[src/mlp_pkg.sv]
// ----------------------------------------------------------------------------
// mlp_pkg: shared types and constants
// Store layout, fixed-point sizes and controller states of the perceptron.
// ----------------------------------------------------------------------------
package mlp_pkg;
  localparam int HIDDEN = 64;
  localparam int FEATURES = 11;
  localparam int OUTPUTS = 7;
  localparam int B1_BASE = HIDDEN * FEATURES;
  localparam int W2_BASE = B1_BASE + HIDDEN;
  localparam int B2_BASE = W2_BASE + OUTPUTS * HIDDEN;
  localparam int STORE_DEPTH = B2_BASE + OUTPUTS;
  localparam int AW = $clog2(STORE_DEPTH);
  localparam int HW = $clog2(HIDDEN + 1);
  localparam int HIW = (HIDDEN > 1) ? $clog2(HIDDEN) : 1;
  localparam int FW = (FEATURES > 1) ? $clog2(FEATURES) : 1;
  localparam int OW = (OUTPUTS > 1) ? $clog2(OUTPUTS) : 1;
  localparam int ACCW = 48;
  localparam logic [30:0] Q30_ONE = 31'h4000_0000;
  localparam logic [30:0] EXP_NEG_ONE = 31'd395007542;
  localparam logic OP_WEIGHT = 1'b0;
  localparam logic OP_FEATURE = 1'b1;

  typedef enum logic [3:0] {
    S_IDLE, S_HBIAS, S_HMAC, S_HROUND, S_TANH, S_OBIAS, S_OMAC, S_OROUND, S_EMIT
  } state_t;

  typedef struct packed {
    logic acc_bias;
    logic acc_mac;
    logic hid_mode;
    logic tanh_start;
    logic hid_write;
    logic out_load;
    logic [AW-1:0] raddr;
    logic [FW-1:0] fsel;
    logic [HIW-1:0] hsel;
    logic [HIW-1:0] hwsel;
  } dp_cmd_t;

  typedef struct packed {
    logic tanh_done;
  } dp_stat_t;
endpackage

[src/mlp_ctrl.sv]
// ----------------------------------------------------------------------------
// mlp_ctrl: evaluation sequencer
// Walks hidden rows then output rows, issuing addresses to the datapath.
// ----------------------------------------------------------------------------
module mlp_ctrl import mlp_pkg::*; (
  input  logic        clk,
  input  logic        rst,
  input  logic        go,
  input  logic [6:0]  hidden_in_use,
  input  dp_stat_t    stat,
  input  logic        out_taken,
  output dp_cmd_t     cmd,
  output logic        busy,
  output logic        out_valid,
  output logic [OW-1:0] out_idx
);
  state_t state, state_next;
  logic [HIW-1:0] j;
  logic [HW-1:0] k;
  logic [HW-1:0] hid;
  logic [2:0] pipe;
  logic [HW-1:0] kcount;

  assign hid = (7'(hidden_in_use) > 7'(HIDDEN)) ? HW'(HIDDEN) : HW'(hidden_in_use);
  assign kcount = (state == S_HMAC) ? HW'(FEATURES) : hid;

  always_ff @(posedge clk) begin
    if (rst) begin
      state <= S_IDLE;
      j <= '0; k <= '0; pipe <= '0; out_idx <= '0;
    end else begin
      state <= state_next;
      case (state)
        S_IDLE: begin j <= '0; out_idx <= '0; end
        S_HBIAS, S_OBIAS: begin k <= '0; pipe <= '0; end
        S_HMAC, S_OMAC: begin
          if (k != kcount) k <= k + 1'b1;
          pipe <= {pipe[1:0], k != kcount};
        end
        S_TANH: if (stat.tanh_done) j <= j + 1'b1;
        S_EMIT: if (out_taken) out_idx <= out_idx + 1'b1;
        default: ;
      endcase
    end
  end

  always_comb begin
    state_next = state;
    case (state)
      S_IDLE: if (go) state_next = (hid == '0) ? S_OBIAS : S_HBIAS;
      S_HBIAS: state_next = S_HMAC;
      S_HMAC: if (k == kcount && pipe == '0) state_next = S_HROUND;
      S_HROUND: state_next = S_TANH;
      S_TANH: if (stat.tanh_done)
        state_next = (HW'(j) + 1'b1 == hid) ? S_OBIAS : S_HBIAS;
      S_OBIAS: state_next = S_OMAC;
      S_OMAC: if (k == kcount && pipe == '0) state_next = S_OROUND;
      S_OROUND: state_next = S_EMIT;
      S_EMIT: if (out_taken)
        state_next = (out_idx == OW'(OUTPUTS - 1)) ? S_IDLE : S_OBIAS;
      default: state_next = S_IDLE;
    endcase
  end

  always_comb begin
    cmd = '0;
    cmd.hwsel = j;
    busy = (state != S_IDLE);
    out_valid = (state == S_EMIT);
    case (state)
      S_HBIAS: cmd.raddr = AW'(B1_BASE + 32'(j));
      S_OBIAS: cmd.raddr = AW'(B2_BASE + 32'(out_idx));
      S_HMAC: begin
        cmd.raddr = AW'(32'(j) * FEATURES + 32'(k));
        cmd.fsel = FW'(k);
        cmd.acc_bias = (k == 1) && 1'b0;
        cmd.acc_mac = pipe[1];
      end
      S_OMAC: begin
        cmd.raddr = AW'(W2_BASE + 32'(out_idx) * HIDDEN + 32'(k));
        cmd.hsel = HIW'(k);
        cmd.hid_mode = 1'b1;
        cmd.acc_mac = pipe[1];
      end
      S_HROUND: cmd.tanh_start = 1'b1;
      S_TANH: cmd.hid_write = stat.tanh_done;
      S_OROUND: cmd.out_load = 1'b1;
      default: ;
    endcase
    if ((state == S_HMAC || state == S_OMAC) && k == '0 && pipe == '0)
      cmd.acc_bias = 1'b1;
  end
endmodule

[config.mk]
export PLATFORM = sky130hd
export DESIGN_NAME = mlp_ctrl
export DESIGN_NICKNAME = d
export VERILOG_FILES = /design/src/mlp_pkg.sv /design/src/mlp_ctrl.sv
export SDC_FILE = /design/constraint.sdc
export NUM_CORES = 1
export LEC_CHECK = 0
export ABC_AREA = 0
export BUFFER_PORTS_ARGS = -buffer_cell sky130_fd_sc_hd__buf_2
export CAP_MARGIN = 20
export CORE_ASPECT_RATIO = 1.75
export CORE_MARGIN = 5
export CORE_UTILIZATION = 60
export CTS_BUF_LIST = sky130_fd_sc_hd__clkbuf_4
export DETAILED_ROUTE_END_ITERATION = 7
export PLACE_DENSITY = 0.84
export SLEW_MARGIN = 25
export SYNTH_ARGS = -nofsm -noshare
export SYNTH_HDL_FRONTEND = slang
export SYNTH_SLANG_ARGS = --single-unit
export TNS_END_PERCENT = 1
[constraint.sdc]
create_clock -name clk -period 8 [get_ports clk]
set_input_delay 1.2 -clock clk [delete_from_list [all_inputs] [get_ports clk]]
set_output_delay 1.2 -clock clk [all_outputs]
set_load 0.01 [all_outputs]
==> results of run 1 <==
## area by class of cell
cell class | instances | area, um2
clock buffers | 3 | 22.5
clock inverters | 1 | 5.00
fillers | 416 | 1430
inverters | 33 | 124
multi-input cells | 279 | 2060
flip-flops and latches | 23 | 460
well taps | 51 | 63.8
repair buffers | 49 | 245
## cell usage after synthesis, types with 4 or more instances
cell,n,area share
nand3_1,16,0.029
nand3b_1,4,0.011
o21ai_0,14,0.026
fa_1,8,0.059
mux2i_1,4,0.015
dfxtp_1,23,0.17
nand2b_1,7,0.016
xor2_1,7,0.022
nand2_1,22,0.030
inv_1,32,0.044
a22oi_1,8,0.022
ha_1,28,0.13
or4_1,6,0.016
xnor2_1,10,0.032
clkbuf_1,19,0.026
nor2_1,35,0.048
o2111ai_1,4,0.013
o21bai_1,4,0.011
a21oi_1,19,0.035
nor2b_1,10,0.023
and3_1,11,0.025
or3_1,4,0.0091
## per-stage QoR
step | hold WS (ps) | util | setup WS [ps] | total power [mW] | instance area [um2]
global route | 552 | 0.676 | 2860 | 0.484 | 2980
finish | 493 | 0.676 | 3120 | 0.451 | 2980
CTS | 492 | 0.676 | 3100 | 0.446 | 2980
detailed placement | 471 | 0.670 | 3500 | 0.388 | 2950
floorplan | 450 | - | 3810 | 0.324 | 2740
global placement | 466 | 0.670 | 3620 | 0.384 | 2950
## worst max-delay path by stage
stage,cells after the start,slack [ps],to,start
3_5_place_dp,12,3500,cmd[24],j[3]$_SDFFE_PP0P_
3_3_place_gp,12,3620,cmd[25],j[3]$_SDFFE_PP0P_
2_1_floorplan,11,3810,cmd[24],j[4]$_SDFFE_PP0P_
6_report,12,3120,cmd[24],j[3]$_SDFFE_PP0P_
4_1_cts,12,3100,cmd[24],j[3]$_SDFFE_PP0P_
5_1_grt,12,2860,cmd[24],j[0]$_SDFFE_PP0P_
## per-layer routing
layer / vias to the layer above / track usage / part of all wire
li1: 1337 / - / -
met1: 1310 / 0.319 / 0.37
met2: 136 / 0.449 / 0.51
met3: 37 / 0.0338 / 0.068
met4: 0 / 0.144 / 0.053
met5: - / 0 / 0
## tightest hold or removal path, cell delays in order, from the launching register on
cell     delay (ps)
dfxtp_1         350
nand2_1          60
a21oi_1          50
## power by group
group	switching [mW]	internal, mW	leakage, nW
registers	0.0342	0.125	0.186
clock network	0.0409	0.0188	0.0177
logic	0.150	0.0822	1.27
## cell families after synthesis
family,share of synthesized area
and+or+nand+nor,0.274
AOI/OAI and AO/OA,0.214
buffers and inverters,0.0796
adders and majority gates,0.187
DFF,0.168
xor gates and xnor gates,0.0544
muxes,0.0229
## flip-flops by register name (all words and copies together) (netlist names)
| signal | flops |
|---|---|
| k | 7 |
| j | 6 |
| state | 4 |
| out_idx | 3 |
| pipe | 3 |
==> impl_metrics.yaml, run 1 <==
synthesis:
  synth_cell_types: 54
  yosysSeqAreaShare: 0.168
  syn_nets: 404
  syn_area_per_cell_um2: 7.68
  synthCells: 356
  ys.flop_type: "dfxtp_1"
  synth_async_sr_flop_share: 0
  ys_warn_count: 0
  ys_ff_latch: 23
  synthesis.area_mm2: 0.00274
  synth-edff-count: 0
min_path:
  min_path_type: "register to register"
  hold_start: "pipe[0]$_SDFFE_PP0P_"
  whs_path_depth: 2
  worst_hold_path.endpoint: "pipe[0]$_SDFFE_PP0P_"
placement:
  port-buffer-count: 49
  routabilityCongestion: 0.903
  dp_hpwl_um: 6220
  dp_cells: 435
worst_setup_path:
  cp_cell_sequence: "ha_1, inv_1, fa_1, fa_1, inv_1, ha_1, nand2_1, o21ai_0, o41ai_1, or4_1, nand3_1, buf_2"
  cp_max_fo: 11
  r2r_cells: 6
  cp.arrival_ps: 3680
  critPathRequiredTime_ps: 6800
  crit_family: "adder cells"
  ff2ff_setup_slack_ps: 4900
  critPathKind: "register to output port"
  crit_path_start_kind: "register"
  cpMaxStageDelayCell: "dfxtp_1"
  r2r-start: "state[2]$_SDFFE_PP0P_"
  worst_setup_path_end_kind: "output port"
  rr_endpoint: "k[4]$_SDFFE_PP0P_"
  crit_buf_inv: 3
  cp_slowest_stage_delay_ps: 600
floorplan:
  ioPinCount: 50
  die_area_mm2: 0.00606
  dieHeight_um: 99.3
  rows: 32
  start_util: 0.621
  core_mm2: 0.00440
  die_x_um: 61.0
clock_network:
  cts-hold-fix-buffers: 0
  ctsHtreeMaxLevel: 1
  clkTransAtPathRegs_ps: 150
  worstSkewPairLatency_ps: 330
  cts-root-buf: "clkbuf_4"
  cts_buffers: 3
  clock_path_buffers: 2
  cts_sinks: 23
  cts.repair.resized: 0
  tritoncts: "yes"
  post_cts_buffers: 0
global_route:
  grtUsageTotal: 0.269
  first_global_vias: 2684
  grt_max_degree: 32
  grt_pass1_wl_um: 12600
  antenna_found_initial: 0
  overflow: 0
finish:
  layout-drive-gt1-share: 0.175
  diodes: 0
  final_common_cell: "buf_2"
  layout_common_cells: "buf_2 (49), nor2_1 (35), inv_1 (32), ha_1 (28), dfxtp_1 (23)"
  instances_no_fill: 439
  areaGrowthSynthToFinish_pct: 8.87
  nets: 437
timing:
  rsz0062_at_grt: "false"
  slew_headroom: 0.313
  finalSetupTns_ps: 0
  min_period_ps: 4880
  maxSlewViolCount: 0
  max_freq_ghz: 0.205
  min_period_over_period: 0.611
  fin_skew_ps: 7.36
  worst_pin_slew_ps: 1030
  hold_violations: 0
  setup_viol: 0
routing:
  drtIter0Drc: 145
  vias_per_cell: 6.42
  wirelength_um: 7780
  ant_nets: 0
  drc: 0
  dr.pass1.iters: 5
  wl_per_cell_um: 17.7
  vias: 2820
power_and_ir_drop:
  p_per_area_mw_per_mm2: 151
  p_leak_nw: 1.47
  vdd_drop_max_mv: 0.196
flow_run:
  maxCapViolCount: 0
outcome:
  status: "finished, final reports clean"
Power figures use the tool's default switching activity.
==> run 2: changes to the inputs <==
Settings changed: CORE_UTILIZATION 60 to 53, PLACE_DENSITY 0.84 to 0.79.
Clock period 8 ns to 4.4 ns, I/O delays scaled along.
==> impl_metrics.yaml, run 2 (synthesis results as in run 1) <==
timing:
  max_freq_ghz: 0.240
  hold_violations: 0
  slew_headroom: 0.369
  fin_ws_ps: 227
  min_period_over_period: 0.948
  worst_pin_slew_ps: 944
  min_period_ps: 4170
  fin_skew_ps: 5.25
  maxSlewViolCount: 0
  setup_viol: 0
clock_network:
  cts_sinks: 23
  cts_buffers: 3
  tritoncts: "yes"
  ctsHtreeMaxLevel: 1
  clkTransAtPathRegs_ps: 140
  cts-root-buf: "clkbuf_4"
  worstSkewPairLatency_ps: 320
  clock_path_buffers: 2
finish:
  layout-drive-gt1-share: 0.193
  regMostFlops: "k"
  areaGrowthSynthToFinish_pct: 9.88
  layout_common_cells: "buf_2 (49), nor2_1 (35), inv_1 (32), ha_1 (28), nand2_1 (22)"
  nets: 438
  final_common_cell: "buf_2"
  regArea_um2: 467
  largest_register_ff_count: 7
  diodes: 0
  multi_input_area_mm2: 0.00206
  fillers: 477
  top_regs: "k (7), j (6), state (4)"
routing:
  vias: 2809
  ant_nets: 0
  wl_per_cell_um: 17.6
  vias_per_cell: 6.34
  dr.pass1.iters: 5
  wirelength_um: 7800
  drtIter0Drc: 177
  drc: 0
global_route:
  grt_pass1_wl_um: 12800
  grt_max_degree: 32
  overflow: 0
  first_global_vias: 2711
  antenna_found_initial: 0
  grtUsageTotal: 0.230
worst_setup_path:
  critPathRequiredTime_ps: 3740
  cp.arrival_ps: 3510
  critPathKind: "register to output port"
  startpoint: "j[4]$_SDFFE_PP0P_"
  ff2ff_setup_slack_ps: 1320
  worst_setup_path_end_kind: "output port"
  crit_path_start_kind: "register"
  crit_end: "cmd[24]"
  r2r_cells: 6
  rr_endpoint: "k[4]$_SDFFE_PP0P_"
  cp_max_fo: 6
  r2r-start: "state[1]$_SDFFE_PP0P_"
floorplan:
  core_mm2: 0.00498
  dieHeight_um: 105
  rows: 34
  start_util: 0.550
  ioPinCount: 50
  die_area_mm2: 0.00675
  die_x_um: 64.3
placement:
  dp_slack_ps: 475
  routabilityCongestion: 0.939
  port-buffer-count: 49
  dp_hpwl_um: 6120
flow_run:
  maxCapViolCount: 0
power_and_ir_drop:
  vdd_drop_max_mv: 0.293
  p_total_mw: 0.827
  p_leak_nw: 1.49
  p_per_area_mw_per_mm2: 275
outcome:
  status: "finished, final reports clean"
min_path:
  min_path_type: "register to register"
## run 2: cell count changes in the layout (fill, tap and decap cells not counted), sizes merged
cell    previous run  this run
clkinv             2         1
clkbuf             3         4
buf               49        50
## run 2: worst max-delay path, stage by stage, from the launching register on
cell and delay, ps:
dfxtp_1 500, ha_1 310, fa_1 530, fa_1 430
ha_1 350, nand2_1 60, o21ai_0 260, o41ai_2 120
or4_1 400, nand3_1 70, buf_2 130
## run 2: per-stage QoR
stage / util / std cells / hold slack (ps) / TNS (ps) / cell area, um2
2_1_floorplan: - / 356 / 450 / 0 / 2740
3_3_place_gp: 0.595 / 439 / 465 / 0 / 2960
3_5_place_dp: 0.595 / 439 / 468 / 0 / 2960
4_1_cts: 0.601 / 443 / 486 / 0 / 2990
5_1_grt: 0.604 / 443 / 524 / -31.2 / 3010
6_report: 0.604 / 443 / 482 / 0 / 3010
## run 2: repair_timing
action / 4_1_cts / 5_1_grt
hold buffers: 0 / 0
hold endpoints to repair: 0 / 0
setup buffers: 0 / 0
resized for setup: 0 / 5
setup endpoints to repair: 0 / 5
## run 2: routing by layer
| metal | global-route usage | wire length [um] | vias to the layer above |
|---|---|---|---|
| met3 | 0.0204 | 493 | 31 |
| met5 | 0 | 0 | - |
| met4 | 0.118 | 385 | 0 |
| met2 | 0.397 | 3970 | 123 |
| li1 | - | - | 1343 |
| met1 | 0.273 | 2960 | 1312 |
## run 2: report_power, final
| group | switching, mW | internal [mW] | total (mW) |
|---|---|---|---|
| registers | 0.0620 | 0.228 | 0.290 |
| clock network | 0.0709 | 0.0417 | 0.113 |
| logic | 0.275 | 0.149 | 0.424 |
## run 2: worst min path at each step
stage                                 endpoint  cells past startpoint            startpoint
after floorplan           pipe[0]$_SDFFE_PP0P_                      2  pipe[0]$_SDFFE_PP0P_
after global placement    pipe[0]$_SDFFE_PP0P_                      2  pipe[0]$_SDFFE_PP0P_
after detailed placement  pipe[0]$_SDFFE_PP0P_                      2  pipe[0]$_SDFFE_PP0P_
after CTS                 pipe[0]$_SDFFE_PP0P_                      2  pipe[0]$_SDFFE_PP0P_
after global routing      pipe[0]$_SDFFE_PP0P_                      2  pipe[0]$_SDFFE_PP0P_
final                     pipe[0]$_SDFFE_PP0P_                      2  pipe[0]$_SDFFE_PP0P_
## run 2: area by class of cell
type,count,share of cell area
multi-input cells,279,0.687
flip-flops and latches,23,0.155
repair buffers,50,0.0841
inverters,33,0.0412
well taps,54,0.0225
clock buffers,4,0.00999
==> run 3: changes to the inputs <==
Settings changed: CORE_MARGIN 5 to 8, PLACE_DENSITY 0.79 to 0.9.
==> impl_metrics.yaml, run 3 (synthesis results as in run 1) <==
timing:
  worst_pin_slew_ps: 983
  setup_viol: 0
  finalSetupTns_ps: 0
  rsz0062_at_grt: "false"
  min_period_ps: 4160
  slew_headroom: 0.344
  hold_ws_ps: 488
  maxSlewViolCount: 0
  fin_skew_ps: 9.38
  hold_violations: 0
  min_period_over_period: 0.946
  max_freq_ghz: 0.240
clock_network:
  cts-root-buf: "clkbuf_4"
  cts_sinks: 23
  ctsHtreeMaxLevel: 1
  cts_buffers: 3
  post_cts_buffers: 0
  clkTransAtPathRegs_ps: 140
  clock_path_buffers: 2
  tritoncts: "yes"
  worstSkewPairLatency_ps: 320
worst_setup_path:
  crit_path_start_kind: "register"
  critPathKind: "register to output port"
  worst_setup_path_end_kind: "output port"
  crit_family: "adder cells"
  critPathRequiredTime_ps: 3740
  startpoint: "j[3]$_SDFFE_PP0P_"
  cp.arrival_ps: 3500
  rr_endpoint: "k[2]$_SDFFE_PP0P_"
  ff2ff_setup_slack_ps: 1320
  cp_cell_sequence: "ha_1, inv_1, fa_1, fa_1, inv_1, ha_1, nand2_1, o21ai_0, o41ai_2, or4_1, nand3_1, buf_2"
  crit_buf_inv: 3
  r2r-start: "state[2]$_SDFFE_PP0P_"
  cp_max_fo: 11
  cp_slowest_stage_delay_ps: 510
  r2r_cells: 6
  cpMaxStageDelayCell: "fa_1"
finish:
  top_regs: "k (7), j (6), state (4)"
  layout-drive-gt1-share: 0.190
  fillers: 437
  layout_common_cells: "buf_2 (49), nor2_1 (35), inv_1 (32), ha_1 (28), nand2_1 (22)"
  regArea_um2: 468
  final_common_cell: "buf_2"
  multi_input_area_mm2: 0.00206
  areaGrowthSynthToFinish_pct: 9.93
  nets: 438
  largest_register_ff_count: 7
  regMostFlops: "k"
placement:
  port-buffer-count: 49
  dp_hpwl_um: 6420
  routabilityCongestion: 0.933
routing:
  dr.pass1.iters: 5
  wirelength_um: 8030
  drtIter0Drc: 227
  wl_per_cell_um: 18.1
  ant_nets: 0
  drc: 0
  vias: 2864
  vias_per_cell: 6.45
floorplan:
  dieHeight_um: 111
  rows: 34
  die_x_um: 70.3
  die_area_mm2: 0.00781
  core_mm2: 0.00498
  start_util: 0.550
  ioPinCount: 50
global_route:
  grt_pass1_wl_um: 13200
  grtUsageTotal: 0.199
  grt_max_degree: 32
  antenna_found_initial: 1
  overflow: 0
  first_global_vias: 2809
outcome:
  status: "finished, final reports clean"
min_path:
  whs_path_depth: 2
  min_path_type: "register to register"
  worst_hold_path.endpoint: "pipe[0]$_SDFFE_PP0P_"
  hold_start: "pipe[0]$_SDFFE_PP0P_"
flow_run:
  maxCapViolCount: 0
power_and_ir_drop:
  p_leak_nw: 1.49
  p_per_area_mw_per_mm2: 271
  vdd_drop_max_mv: 0.349
-- run 3: power by group --
group	leakage, nW	switching (mW)	total (mW)	internal (mW)
combinational	1.28	0.273	0.423	0.150
sequential	0.188	0.0628	0.289	0.227
clock	0.0177	0.0690	0.103	0.0341
-- run 3: area by class of cell --
type                       instances  area share
sequential                        23       0.156
clock inverter                     1     0.00166
antenna                            1    0.000832
inverter                          33      0.0412
clock buffer                       3     0.00749
tap                               54      0.0225
multi-input combinational        279       0.687
timing repair buffer              50      0.0841
-- run 3: how the worst max path moves through the flow --
stage | end | slack, ps | cells past startpoint
floorplan | cmd[24] | 750 | 11
global route | cmd[25] | 70 | 12
detailed placement | cmd[24] | 450 | 12
finish | cmd[24] | 240 | 12
CTS | cmd[24] | 60 | 12
global placement | cmd[24] | 550 | 12
-- run 3: tightest hold or removal path: stages, from the launching register on --
cell,delay (ps)
dfxtp_1,350
nand2_1,60
a21oi_1,50
-- run 3: per-stage QoR --
step                setup WS [ps]   util  cells  total power, mW  instance area, um2
global placement              551  0.595    439            0.694                2960
finish                        238  0.604    444            0.815                3010
CTS                          58.1  0.601    443            0.812                2990
global route                 71.5  0.604    444            0.872                3010
detailed placement            447  0.595    439            0.707                2960
floorplan                     748      -    356            0.589                2740
-- run 3: per-layer routing --
metal  up-vias  wire length, um  GRT usage
met4         0              430      0.125
met2       140             4180      0.352
li1       1337                -          -
met1      1350             2910      0.213
met3        37              504     0.0233
met5         -                0          0
-- run 3: what timing repair did --
action                                  4_1_cts  5_1_grt
hold buffers                                  0        0
endpoints found under the setup margin        0        5
gates resized for setup                       0        6
